**config.mk**
```make
export PLATFORM = sky130hd
export DESIGN_NAME = rmq_queue
export DESIGN_NICKNAME = d
export VERILOG_FILES = /design/src/rtl/rmq_pkg.sv /design/src/rtl/rmq_queue.sv
export SDC_FILE = /design/constraint.sdc
export NUM_CORES = 1
export LEC_CHECK = 0
export ABC_AREA = 1
export BUFFER_PORTS_ARGS = -buffer_cell sky130_fd_sc_hd__buf_2
export CORE_UTILIZATION = 57
export CTS_CLUSTER_SIZE = 10
export DETAILED_ROUTE_END_ITERATION = 10
export PLACE_DENSITY = 0.89
export SLEW_MARGIN = 20
export SYNTH_ARGS = -nofsm -noshare
export SYNTH_HDL_FRONTEND = slang
export SYNTH_SLANG_ARGS = --single-unit
```
**constraint.sdc**
```tcl
create_clock -name clock -period 10 [get_ports clock]
set_clock_uncertainty 0.15 [all_clocks]
set_input_delay 1 -clock clock [delete_from_list [all_inputs] [get_ports clock]]
set_output_delay 1 -clock clock [all_outputs]
set_load 0.03 [all_outputs]
```
**src/rtl/rmq_pkg.sv**
```systemverilog
// Shared constants and types for the rotation matrix to quaternion core.
// Used by the front, queue, back and top modules by scoped name.
package rmq_pkg;

   localparam int FRAC_BITS   = 14;
   localparam int ENTRY_WIDTH = 16;
   localparam int TRANS_W     = 32;

   // raw diagonal sums are signed and never wrap
   localparam int SUM_W   = ((FRAC_BITS + 1 > ENTRY_WIDTH) ? FRAC_BITS + 1 : ENTRY_WIDTH) + 3;
   localparam int CLAMP_W = SUM_W - 1;
   localparam int RAD_W   = CLAMP_W + FRAC_BITS - 2;
   localparam int ROOT_W  = (RAD_W + 1) / 2;
   localparam int RAD2_W  = 2 * ROOT_W;
   localparam int REM_W   = ROOT_W + 3;

   localparam logic signed [SUM_W-1:0] ONE_S = SUM_W'(1) << FRAC_BITS;
   localparam logic [63:0] MAG_LIM = (64'(1) << (ENTRY_WIDTH - 1)) - 64'(1);

   localparam int REQ_W = 9 * ENTRY_WIDTH + 3 * TRANS_W;
   localparam int REQ_BYTES_W = ((REQ_W + 7) / 8) * 8;
   localparam int RSP_W = 4 * ENTRY_WIDTH + 3 * TRANS_W;
   localparam int RSP_BYTES_W = ((RSP_W + 7) / 8) * 8;

   localparam int Q_DEPTH = 4;
   localparam int Q_PTR_W = 2;
   localparam int Q_CNT_W = 3;

   typedef struct packed {
      logic [3:0][CLAMP_W-1:0] sum;   // w, x, y, z
      logic [2:0]              neg;   // x, y, z
      logic [2:0][TRANS_W-1:0] trans;
   } job_type;

   typedef struct packed {
      logic [3:0][RAD2_W-1:0]  rad;
      logic [3:0][REM_W-1:0]   rem;
      logic [3:0][ROOT_W-1:0]  root;
      logic [2:0]              neg;
      logic [2:0][TRANS_W-1:0] trans;
   } stage_type;

endpackage

```
**src/rtl/rmq_queue.sv**
```systemverilog
// Short queue between the front end and the root pipeline.
// Depends on rmq_pkg.
module rmq_queue (
   input  logic             clock,
   input  logic             reset,
   input  logic             in_valid,
   output logic             in_ready,
   input  rmq_pkg::job_type in_job,
   output logic             out_valid,
   input  logic             out_ready,
   output rmq_pkg::job_type out_job
);
   rmq_pkg::job_type mem [rmq_pkg::Q_DEPTH];
   logic [rmq_pkg::Q_PTR_W-1:0] wr_ff, wr_in, rd_ff, rd_in;
   logic [rmq_pkg::Q_CNT_W-1:0] cnt_ff, cnt_in;
   logic push, pop;

   assign in_ready  = cnt_ff != rmq_pkg::Q_CNT_W'(rmq_pkg::Q_DEPTH);
   assign out_valid = cnt_ff != '0;
   assign out_job   = mem[rd_ff];
   assign push      = in_valid && in_ready;
   assign pop       = out_valid && out_ready;

   always_comb begin
      wr_in  = push ? wr_ff + 1'b1 : wr_ff;
      rd_in  = pop ? rd_ff + 1'b1 : rd_ff;
      cnt_in = cnt_ff + rmq_pkg::Q_CNT_W'(push) - rmq_pkg::Q_CNT_W'(pop);
   end

   always_ff @(posedge clock) begin
      if (reset) begin
         wr_ff  <= '0;
         rd_ff  <= '0;
         cnt_ff <= '0;
      end else begin
         wr_ff  <= wr_in;
         rd_ff  <= rd_in;
         cnt_ff <= cnt_in;
      end
   end

   always_ff @(posedge clock) begin
      if (push) begin
         mem[wr_ff] <= in_job;
      end
   end

`ifndef SYNTHESIS
   a_cnt_bound: assert property (@(posedge clock) disable iff (reset)
      cnt_ff <= rmq_pkg::Q_CNT_W'(rmq_pkg::Q_DEPTH)) else $error("queue overfilled");
   a_ptr_gap: assert property (@(posedge clock) disable iff (reset)
      rmq_pkg::Q_PTR_W'(wr_ff - rd_ff) == cnt_ff[rmq_pkg::Q_PTR_W-1:0])
      else $error("queue pointers disagree with count");
   a_cnt_step: assert property (@(posedge clock) disable iff (reset)
      push && !pop |=> cnt_ff == $past(cnt_ff) + 1'b1) else $error("push lost");
`endif
endmodule

```
==> reports/results.ini <==
[outcome]
status = complete, no violations

[global_route]
antenna_found_initial = 11
grt_pass1_vias = 16360
grt_max_degree = 158
gr-usage-all-layers_pct = 25.81
grt_pass1_wl_mm = 91.40
gr-total-overflow = 0

[logic_synthesis]
syn_nets = 1900
synth.avg_cell_area_um2 = 14.95
netlist_area_um2 = 25680
synth_cell_types = 18
synthCells = 1718
synth_seq_cells = 693
synth_seq_area_share_pct = 80.69
ys.warnings.count = 0

[worst_setup_path]
cp.required_ns = 8.85
critPathCapture = out_job[100]
cp_num_buf_inv = 3
cp_common_cell = buf_4
worstSetupPathType = reg -> out
end_kind = output pin
timing.rr.start = cnt_ff[1]
crit_family = buffers and inverters
max_stage_delay_ns = 0.88
r2r_cells = 6
cp_cell_sequence = buf_4 > buf_4 > o21ai_0 > o22ai_1 > buf_2
cpMaxStageDelayCell = buf_4
r2r_slack_ns = 6.12
arrival_ns = 3.99
rr_endpoint = mem[0][117]
crit_cells = 5
crit_path_start_kind = flop
cp_max_fo = 104

[pwr]
switching_share_pct = 33.49
irDropWorstVdd_uv = 222.3
comb_power_share_pct = 25.8
internal-power_mw = 5.559
clkPwrFrac_pct = 30.6
p_seq_share_pct = 43.6
p_per_area_nw_per_um2 = 278.3
p_sw_mw = 2.799
leakage_nw = 10.44

[sta]
rsz0062_at_grt = no
hold_viol_final = 0
slew_viol_final = 0
finalSetupViolCount = 0
min_period_ns = 5.136
fin_crit_sh_pct = 51.36
clock.fmax_mhz = 194.7
slew_headroom_pct = 29.98
tns_ns = 0
fin_ws_ns = 4.864
tightest_slew_ns = 1.048

[detailed_routing]
drt_iter0_drc = 2042
antenna_left = 0
wl_per_cell_um = 22.44
drcViolationCount = 0
vias = 16300
vias_per_cell = 6.080
first_pass_iters = 5
drt-total-wl_mm = 60.14

[final_layout]
syn_to_final_growth_pct = 16.96
multi_input_area_um2 = 4339
layout_common_cells = edfxtp_1 (684), nor2_1 (351), buf_2 (347)
final_util_pct = 67.77
fin_nets = 2236
register_area_um2 = 20730
layout_commonest_cell = edfxtp_1
drive_above_1_share_pct = 22.32
fillers = 2642

[clock_network]
numCtsBuffers = 80
clk-insertion-delay-late_ns = 0.58
clock_path_buffers = 3
postCtsResizedCells = 0
post-cts-setup-buffer-count = 0
clock-sinks = 693
cts_tree = yes
ctsHoldBuffers = 0
htreeDepth = 3
cts.clk_slew.worst_paths_ns = 0.05
clockRootBuffer = clkbuf_16

[flow_run]
maxCapViolCount = 0

[place]
dp_hpwl_mm = 32.89
finalWeightedCongestion = 0.8386
port_buffers = 347
preCtsSetupSlack_ns = 5.706

[floorplan]
core_um2 = 44320
die_h_um = 214.3
floorplan.initialDensity_pct = 57.94
rows = 77
ios = 348
die_x_um = 214.3
die_area_um2 = 45910

[hold_path]
worstHoldPathType = reg -> reg

==> cell usage after synthesis <==
cell / n / area share [%]
edfxtp_1: 684 / 80
nor2_1: 355 / 5.2
o21ai_0: 343 / 6.7
o22ai_1: 171 / 4.2
clkbuf_1: 57 / 0.83
buf_2: 29 / 0.57
buf_6: 15 / 0.66
inv_1: 14 / 0.20
nand2_1: 12 / 0.18
dfxtp_1: 9 / 0.70
clkbuf_2: 8 / 0.16
ha_1: 6 / 0.29
a21oi_1: 4 / 0.078
buf_4: 3 / 0.088
nand3_1: 3 / 0.058
a21boi_0: 2 / 0.058
inv_2: 2 / 0.029
fa_1: 1 / 0.078
==> power groups by stage <==
stage	sequential [mW]	combinational, mW	clock (mW)
global placement	3.67	2.04	0
global route	3.66	2.28	2.70
finish	3.64	2.16	2.56
detailed placement	3.69	2.11	0
floorplan	3.73	1.48	0
CTS	3.64	2.14	2.58
==> sequential cells by signal, summed over array words and instances (netlist names), named ones only <==
signal / flops
mem: 684
cnt_ff: 3
rd_ff: 2
wr_ff: 2
==> layer usage <==
metal  up-vias  GRT usage [%]  routed length, um
li1       7151              -                  -
met1      7905          32.42              21230
met2      1084          43.77              30410
met3       145          6.071               6588
met4        10          9.881               1841
met5         -              0                 65
==> cell type report <==
cell class	instances	share of cell area, %
Clock inverter	5	0.1291
Tap cell	592	2.466
Timing Repair Buffer	366	6.341
Inverter	16	0.2333
Antenna cell	9	0.07499
Multi-Input combinational cell	897	14.45
Sequential cell	693	69.01
Clock buffer	102	7.295
==> how the worst min path moves through the flow <==
stage	cells after the start	slack, ns	end	startpoint
finish	2	0.38	rd_ff[0]	rd_ff[0]
detailed placement	2	0.33	flop	rd_ff[0]
floorplan	2	0.30	flop	rd_ff[0]
global placement	2	0.31	rd_ff[0]	rd_ff[0]
global route	2	0.39	rd_ff[0]	rd_ff[0]
CTS	2	0.38	flop	rd_ff[0]
==> per-stage QoR <==
step | instances | hold WS [ns] | instance area [um2] | total power, mW
6_report | 2680 | 0.3761 | 30030 | 8.358
5_1_grt | 2676 | 0.3934 | 30020 | 8.634
4_1_cts | 2671 | 0.3767 | 30010 | 8.366
3_5_place_dp | 2564 | 0.3284 | 27780 | 5.801
3_3_place_gp | 2563 | 0.3127 | 27760 | 5.715
2_1_floorplan | 1718 | 0.2981 | 25680 | 5.216
==> cells by family (layout without fill, tap and decap cells) <==
| logic type | count (synthesis) | count (layout) | synth area share, % |
|---|---|---|---|
| flip-flops | 693 | 693 | 80.69 |
| other | 0 | 9 | 0 |
| buffers and inverters | 128 | 489 | 2.534 |
| AND/OR/NAND/NOR | 370 | 370 | 5.423 |
| AO/OA/AOI/OAI | 520 | 520 | 10.99 |
| adder cells (fa/ha/maj) | 7 | 7 | 0.3703 |
==> worst min-delay path: stages (launching register included) <==
cell,delay [ns]
dfxtp_1,0.33
a21oi_1,0.07
nor2_1,0.09
(Power assumes the default switching activity.)
