$ cat config.mk
export PLATFORM = sky130hd
export DESIGN_NAME = rmq_front
export DESIGN_NICKNAME = d
export VERILOG_FILES = /design/src/rtl/rmq_pkg.sv /design/src/rtl/rmq_front.sv
export SDC_FILE = /design/constraint.sdc
export NUM_CORES = 1
export LEC_CHECK = 0
export BUFFER_PORTS_ARGS = -buffer_cell sky130_fd_sc_hd__clkbuf_2
export CORE_UTILIZATION = 47
export DETAILED_ROUTE_END_ITERATION = 8
export PLACE_DENSITY = 0.76
export SLEW_MARGIN = 20
export SYNTH_ARGS = -nofsm -noshare
export SYNTH_HDL_FRONTEND = slang
export SYNTH_SLANG_ARGS = --single-unit
$ cat constraint.sdc
create_clock -name clock -period 6.69 [get_ports clock]
set_clock_uncertainty 0.05 [all_clocks]
set_input_delay 1.0035 -clock clock [delete_from_list [all_inputs] [get_ports clock]]
set_output_delay 1.0035 -clock clock [all_outputs]
set_load 0.01 [all_outputs]
$ cat src/rtl/rmq_pkg.sv
// Shared constants and types for the rotation matrix to quaternion core.
// Used by the front, queue, back and top modules by scoped name.
package rmq_pkg;

   localparam int FRAC_BITS   = 14;
   localparam int ENTRY_WIDTH = 16;
   localparam int TRANS_W     = 32;

   // raw diagonal sums are signed and never wrap
   localparam int SUM_W   = ((FRAC_BITS + 1 > ENTRY_WIDTH) ? FRAC_BITS + 1 : ENTRY_WIDTH) + 3;
   localparam int CLAMP_W = SUM_W - 1;
   localparam int RAD_W   = CLAMP_W + FRAC_BITS - 2;
   localparam int ROOT_W  = (RAD_W + 1) / 2;
   localparam int RAD2_W  = 2 * ROOT_W;
   localparam int REM_W   = ROOT_W + 3;

   localparam logic signed [SUM_W-1:0] ONE_S = SUM_W'(1) << FRAC_BITS;
   localparam logic [63:0] MAG_LIM = (64'(1) << (ENTRY_WIDTH - 1)) - 64'(1);

   localparam int REQ_W = 9 * ENTRY_WIDTH + 3 * TRANS_W;
   localparam int REQ_BYTES_W = ((REQ_W + 7) / 8) * 8;
   localparam int RSP_W = 4 * ENTRY_WIDTH + 3 * TRANS_W;
   localparam int RSP_BYTES_W = ((RSP_W + 7) / 8) * 8;

   localparam int Q_DEPTH = 4;
   localparam int Q_PTR_W = 2;
   localparam int Q_CNT_W = 3;

   typedef struct packed {
      logic [3:0][CLAMP_W-1:0] sum;   // w, x, y, z
      logic [2:0]              neg;   // x, y, z
      logic [2:0][TRANS_W-1:0] trans;
   } job_type;

   typedef struct packed {
      logic [3:0][RAD2_W-1:0]  rad;
      logic [3:0][REM_W-1:0]   rem;
      logic [3:0][ROOT_W-1:0]  root;
      logic [2:0]              neg;
      logic [2:0][TRANS_W-1:0] trans;
   } stage_type;

endpackage

$ cat src/rtl/rmq_front.sv
// Front end: accepts a matrix, forms the clamped diagonal sums and sign flags.
// Depends on rmq_pkg.
module rmq_front (
   input  logic                          clock,
   input  logic                          reset,
   input  logic                          in_valid,
   output logic                          in_ready,
   input  logic [rmq_pkg::REQ_BYTES_W-1:0] in_data,
   output logic                          out_valid,
   input  logic                          out_ready,
   output rmq_pkg::job_type              out_job
);
   localparam int EW = rmq_pkg::ENTRY_WIDTH;
   localparam int SW = rmq_pkg::SUM_W;

   logic signed [EW-1:0] m [9];
   logic signed [SW-1:0] s [4];
   logic signed [EW:0]   d [3];
   rmq_pkg::job_type job_in, job_ff;
   logic vld_ff, vld_in;

   always_comb begin
      for (int i = 0; i < 9; i++) begin
         m[i] = in_data[i*EW +: EW];
      end
      s[0] = rmq_pkg::ONE_S + SW'(m[0]) + SW'(m[4]) + SW'(m[8]);
      s[1] = rmq_pkg::ONE_S + SW'(m[0]) - SW'(m[4]) - SW'(m[8]);
      s[2] = rmq_pkg::ONE_S - SW'(m[0]) + SW'(m[4]) - SW'(m[8]);
      s[3] = rmq_pkg::ONE_S - SW'(m[0]) - SW'(m[4]) + SW'(m[8]);
      d[0] = (EW+1)'(m[5]) - (EW+1)'(m[7]);
      d[1] = (EW+1)'(m[6]) - (EW+1)'(m[2]);
      d[2] = (EW+1)'(m[1]) - (EW+1)'(m[3]);
      for (int i = 0; i < 4; i++) begin
         // clamp negative sums to zero
         job_in.sum[i] = s[i][SW-1] ? '0 : s[i][rmq_pkg::CLAMP_W-1:0];
      end
      for (int i = 0; i < 3; i++) begin
         job_in.neg[i]   = d[i][EW];
         job_in.trans[i] = in_data[9*EW + i*rmq_pkg::TRANS_W +: rmq_pkg::TRANS_W];
      end
   end

   assign in_ready  = !vld_ff || out_ready;
   assign vld_in    = in_ready ? in_valid : vld_ff;
   assign out_valid = vld_ff;
   assign out_job   = job_ff;

   always_ff @(posedge clock) begin
      if (reset) begin
         vld_ff <= 1'b0;
      end else begin
         vld_ff <= vld_in;
      end
   end

   always_ff @(posedge clock) begin
      if (in_ready && in_valid) begin
         job_ff <= job_in;
      end
   end
endmodule

==> reports/qor.txt, run 1 <==
DR DRC count -> 0
Endpoints failing hold -> 0
Worst slew margin -> 0.514
Crit path max fanout -> 17
DP HPWL -> 27100 um
R2R Path End -> out_job[130]
RD Place Congestion -> 0.909
Final setup viols -> 0
Min Hold Slack -> 0.525 ns
R2R Path Start -> out_valid
Net Switching -> 1.42 mW
Chip width -> 162 um
CTS tree -> done
Final Max Slew Viols -> 0
Maximum number of pins on one net before global-route repair -> 122
Row count -> 58
Share of cells above drive strength 1 -> 0.313
Synthesized Nets -> 1512
Post-route setup slack -> 1.80 ns
I/O pin cnt -> 417
Worst VDD drop -> 170 uV
Max_cap viols -> 0
Fmax -> 0.205 GHz
Fin crit share -> 0.731
Cts repair resizes -> 0
Clock buffer count from CTS -> 17
GRT Resource Usage Total -> 0.249
Internal power -> 2.53 mW
Vias -> 9495
Antenna viol nets, final -> 0
Hold EP -> out_valid
Clock Path Buffers -> 2
Crit Path Class -> in -> reg
Worst Tran Pin Value -> 0.729 ns
Required time of the critical path -> 6.79 ns
Vias per cell -> 5.15
Initial antenna violation count -> 5
Crit path time final -> 4.89 ns
Reg-to-reg slack, setup -> 4.51 ns
Synthesized cell area -> 12000 um2
Syn Inst Count -> 1074
Worst hold stages -> 2
Crit path capture type -> flop
Worst slack after detailed placement -> 1.44 ns
Core area -> 25100 um2
Avg WL per Cell -> 17.8 um
Tot Pwr -> 3.95 mW
Power per Cell Area -> 262 nW/um2
Syn avg cell area -> 11.2 um2
Global-route wire length before repair -> 49600 um
TritonCTS sink count -> 172
Lkg Pwr -> 7.30 nW
Worst hold path class -> reg -> reg
Most used DFF post-synth -> edfxtp_1
Inst Count DP -> 1809
Post-synthesis sequential area ratio -> 0.428
Number of port buffers -> 416
Net Sw Frac -> 0.360
DIE AREA -> 26200 um2
Post-Layout Cell Count -> 1845
Reg power frac -> 0.367
CTS H-tree lvls -> 4
Clock power share -> 0.249
Number of synthesized flops with an enable pin -> 171
Area grow syn2layout -> 25.3%
Initial Util -> 0.479
CTS clk-pin slew, worst paths -> 0.08 ns
Vias in the first global route -> 9513
RSZ-0062 raised after global routing -> false
Hold path startpoint -> out_valid
Post-synth ARST share -> 0
Setup TNS -> 0 ns
TritonRoute pass-1 iters -> 7
Final Net Count -> 1936
Synth Register Bits -> 172
WL final -> 32800 um
WP data arrival -> 4.99 ns
Clock Latency Late Sink -> 0.43 ns
Cell variety after synth -> 68
Outcome -> finished, final reports clean
Detailed Route Iter0 Violations -> 598
Post-CTS Setup Bufs -> 0
R2r worst-path depth -> 3
Post-CTS Hold Buffers -> 0
Grt ovf -> 0
Die H -> 162 um
CTS Root Cell -> clkbuf_16
Comb power frac -> 0.383
Yosys warning count -> 0
CP startpoint kind -> input pin
## worst max-delay path by stage
stage,slack [ns],start,to
global placement,1.65,in_data[8],out_job[139]
CTS,1.86,in_data[2],out_job[142]
detailed placement,1.44,in_data[2],out_job[142]
floorplan,0.96,out_ready,out_job[0]
finish,1.80,in_data[2],out_job[137]
global route,1.44,in_data[2],out_job[140]
## critical path, stage by stage
cell and delay (ns):
clkbuf_2 0.16, nor3_1 0.27, nand2b_1 0.13, nor2_1 0.24, nand2_1 0.15, nor3_1 0.21, xor2_1 0.27, fa_1 0.46
inv_1 0.09, ha_1 0.30, a21oi_1 0.21, o21ai_0 0.15, a21boi_0 0.21, o21ai_0 0.13, o21bai_1 0.21, a22o_1 0.63
nor3_1 0.13
## synthesized netlist by cell type (7+ instances only)
cell	number	share of area
nand4_1	8	0.0042
o21bai_1	7	0.0044
fa_1	69	0.11
edfxtp_1	171	0.43
a31oi_1	7	0.0036
nand2_1	39	0.012
xor2_1	29	0.021
a211oi_1	11	0.0069
nor3_1	22	0.0092
a21oi_1	56	0.023
xnor2_1	30	0.022
nor2_1	98	0.031
nand2b_1	17	0.0088
nor2b_1	16	0.0083
nand3_1	16	0.0067
inv_1	165	0.051
o21ai_0	46	0.019
a21o_1	30	0.019
ha_1	125	0.13
## final cells by class
type | count | area (um2)
clock buffer | 18 | 429
fill | 2202 | 10000
multi-input combinational | 725 | 6190
sequential | 172 | 5150
antenna | 4 | 10.0
inverter | 165 | 619
tap | 330 | 413
clock inverter | 14 | 150
timing repair buffer | 417 | 2100
## routing by layer
layer,GRT usage,routed length [um]
met1,0.291,12500
met2,0.438,16700
met3,0.0687,2790
met4,0.0870,858
met5,0,34
## stage by stage
stage	utilization	area, um2
finish	0.600	15100
global placement	0.577	14500
global route	0.600	15100
floorplan	-	12000
CTS	0.600	15100
detailed placement	0.577	14500
## power groups by stage
stage / sequential (mW) / combinational [mW] / clock (mW)
2_1_floorplan: 1.56 / 0.929 / 0
3_3_place_gp: 1.47 / 1.46 / 0
3_5_place_dp: 1.48 / 1.50 / 0
4_1_cts: 1.45 / 1.52 / 0.999
5_1_grt: 1.46 / 1.68 / 1.04
6_report: 1.45 / 1.51 / 0.984
## cells in the final DEF, fill, tap and decap left out, drive strengths merged, types with 5 or more instances in the layout
master,netlist,layout
a31oi,7,7
mux2,5,5
ha,125,125
a2111oi,6,6
nor2,99,99
nand3,16,16
nor3b,5,5
o22ai,5,5
a21oi,56,56
nor2b,16,16
clkbuf,6,434
o21bai,7,7
xor2,29,29
and3,6,6
nor4,5,5
xnor2,30,30
nor3,22,22
nand2b,17,17
o21ai,50,50
a211oi,13,13
nand2,39,39
nand4,8,8
a21o,30,30
o211ai,5,5
clkinv,0,6
inv,165,171
fa,69,69
o21a,5,5
edfxtp,171,171
or3,5,5
## kinds of logic (layout without fill, tap and decap cells)
logic type,after synthesis,count (layout),synth area share
compound gates,214,214,0.119
xor+xnor,59,59,0.0430
fa+ha+maj,194,194,0.245
buf+inv,177,614,0.0568
flops,172,172,0.428
mux,6,6,0.00645
other cells,0,4,0
simple gates,252,252,0.102
## flip-flops by register name, indices dropped and copies added (netlist names)
register   count
out_job      171
out_valid      1
Power figures use the tool's default switching activity.
==> run 2, diff against run 1 <==
--- a/config.mk
+++ b/config.mk
@@ -8,7 +8,7 @@
 export BUFFER_PORTS_ARGS = -buffer_cell sky130_fd_sc_hd__clkbuf_2
 export CORE_UTILIZATION = 47
 export DETAILED_ROUTE_END_ITERATION = 8
-export PLACE_DENSITY = 0.76
+export PLACE_DENSITY = 0.79
 export SLEW_MARGIN = 20
 export SYNTH_ARGS = -nofsm -noshare
 export SYNTH_HDL_FRONTEND = slang
==> constraint.sdc (replaced) <==
create_clock -name clock -period 4 [get_ports clock]
set_clock_uncertainty 0.05 [all_clocks]
set_input_delay 0.6 -clock clock [delete_from_list [all_inputs] [get_ports clock]]
set_output_delay 0.6 -clock clock [all_outputs]
set_load 0.01 [all_outputs]
==> reports/qor.txt, run 2 (synthesis results as in run 1) <==
Outcome -> finished, final reports clean
CP Launch Point -> in_data[4]
Max Used Layer -> met5
Max reg flops -> 171 (unchanged)
Core area -> 25100 um2 (unchanged)
Min Hold Slack -> 0.264 ns (-0.261 ns)
Worst slack after detailed placement -> -0.440 ns (-1.88 ns)
Clock Latency Late Sink -> 0.43 ns (about the same)
Comb power frac -> 0.424 (+0.041)
Max_cap viols -> 0 (unchanged)
Reg power frac -> 0.344 (-0.023)
Crit path max fanout -> 8 (-9)
Grt ovf -> 0 (unchanged)
M1 wire length -> 13800 um (+11%)
Post-route setup slack -> 0.0643 ns (-1.74 ns)
Worst slew margin -> 0.457 (-0.0572)
Met2 routed WL -> 18800 um (+12%)
DP HPWL -> 29600 um (+9.5%)
Worst Tran Pin Value -> 0.815 ns (+0.0858 ns)
R2R Path Start -> out_valid
Final setup viols -> 0 (unchanged)
Avg WL per Cell -> 18.6 um (+4.7%)
Row count -> 58 (unchanged)
Reg-to-reg slack, setup -> 1.94 ns (-2.57 ns)
TritonCTS sink count -> 172 (unchanged)
Initial antenna violation count -> 8 (+3)
DR DRC count -> 0 (unchanged)
CTS H-tree lvls -> 4 (unchanged)
Net Switching -> 2.54 mW (+79%)
DIE AREA -> 26200 um2 (unchanged)
CTS Root Cell -> clkbuf_16
Hold path startpoint -> reset
R2r worst-path depth -> 3 (unchanged)
Endpoints failing hold -> 0 (unchanged)
Area grow syn2layout -> 35.9%
Required time of the critical path -> 4.14 ns (-2.65 ns)
Post-DP Area -> 15500 um2 (+7.1%)
Global-route wire length before repair -> 53500 um (+8.0%)
Post-CTS Hold Buffers -> 0 (unchanged)
Vias per cell -> 5.25 (+2.1%)
Hold EP -> out_valid
Clock buffer count from CTS -> 17 (unchanged)
Most frequent cells in the layout -> clkbuf_2 (416), edfxtp_1 (171), inv_1 (164)
Met3 WL post-DR -> 3060 um (+9.5%)
Vias -> 10400 (+9.3%)
Chip width -> 162 um (unchanged)
TritonRoute pass-1 iters -> 5 (-2)
Fin crit share -> 0.984
Worst VDD drop -> 332 uV (+95%)
Internal power -> 4.53 mW (+79%)
RD Place Congestion -> 0.916 (+0.73%)
Die H -> 162 um (unchanged)
Crit Path Class -> in -> reg
Antenna viol nets, final -> 0 (unchanged)
Setup TNS -> 0 ns (unchanged)
CP startpoint kind -> input pin
Most common cell after layout, fill and taps aside -> clkbuf_2
Clock power share -> 0.231 (-0.018)
Filler cells -> 2021 (-8.2%)
Clock Path Buffers -> 2 (unchanged)
Share of cells above drive strength 1 -> 0.388 (+0.0753)
Worst hold path class -> in -> reg
GRT Resource Usage Total -> 0.269 (+0.0199)
WP data arrival -> 4.08 ns (-0.91 ns)
CTS tree -> done
I/O pin cnt -> 417 (unchanged)
Crit path capture type -> flop
Final Net Count -> 2069 (+6.9%)
Net Sw Frac -> 0.360 (-0.000538)
Worst hold stages -> 2 (unchanged)
Initial Util -> 0.479 (unchanged)
Lkg Pwr -> 8.04 nW (+10%)
WL final -> 36800 um (+12%)
Design area -> 16300 um2 (+8.5%)
Fmax -> 0.254 GHz
Final Max Slew Viols -> 0 (unchanged)
Crit path time final -> 3.94 ns
Vias in the first global route -> 10300 (+8.4%)
CTS clk-pin slew, worst paths -> 0.08 ns (about the same)
Detailed Route Iter0 Violations -> 770 (+29%)
Maximum number of pins on one net before global-route repair -> 56 (-54%)
Number of port buffers -> 416 (unchanged)
R2R Path End -> out_job[34]
Power per Cell Area -> 432 nW/um2 (+65%)
Util after Layout -> 0.651 (+0.0508)
[run 2: per-stage QoR]
stage	power, mW	cells
2_1_floorplan	4.17	1074
3_3_place_gp	5.26	1934
3_5_place_dp	5.33	1934
4_1_cts	6.98	1965
5_1_grt	7.45	1976
6_report	7.07	1976
[run 2: final cells by class]
type	count	area, um2	area share
repair buffers	548	3140	0.192
clock inverters	14	153	0.00934
well taps	330	413	0.0253
diodes	3	7.51	0.000459
flip-flops and latches	172	5150	0.315
inverters	165	623	0.0381
clock buffers	17	425	0.0260
multi-input cells	727	6440	0.394
[run 2: worst max path at each step]
stage,to,depth (start not counted)
final,out_job[154],19
after detailed placement,out_job[170],19
after global placement,out_job[170],19
after floorplan,out_job[166],15
after global routing,out_job[159],19
after CTS,out_job[169],18
[run 2: timing repair]
| item | in CTS | in global routing |
|---|---|---|
| resized for setup | 1 | 33 |
| setup endpoints to repair | 2 | 36 |
| gates cloned | 0 | 2 |
| buffers inserted | 0 | 6 |
| pin swaps | 0 | 11 |
[run 2: critical path: stages]
cell and delay (ns):
clkbuf_2 0.09, nor3_1 0.18, buf_4 0.18, nand2b_4 0.08
buf_4 0.14, nor4_2 0.18, buf_4 0.20, buf_12 0.11
nand2b_4 0.07, xnor2_4 0.15, fa_1 0.48, inv_1 0.06
ha_1 0.30, a21o_1 0.18, a211oi_2 0.21, a21oi_2 0.10
a2111oi_4 0.38, mux2_4 0.33, nor2_1 0.07
[run 2: power groups by stage]
stage | clock (mW) | combinational [mW] | sequential, mW
4_1_cts | 1.66 | 2.89 | 2.44
2_1_floorplan | 0 | 1.57 | 2.60
3_3_place_gp | 0 | 2.79 | 2.47
6_report | 1.64 | 3.00 | 2.44
3_5_place_dp | 0 | 2.86 | 2.48
5_1_grt | 1.71 | 3.28 | 2.46
[run 2: routing by layer]
layer | track usage | vias up
li1 | - | 4868
met1 | 0.307 | 5035
met2 | 0.480 | 397
met3 | 0.0733 | 72
met4 | 0.0969 | 8
met5 | 0 | -
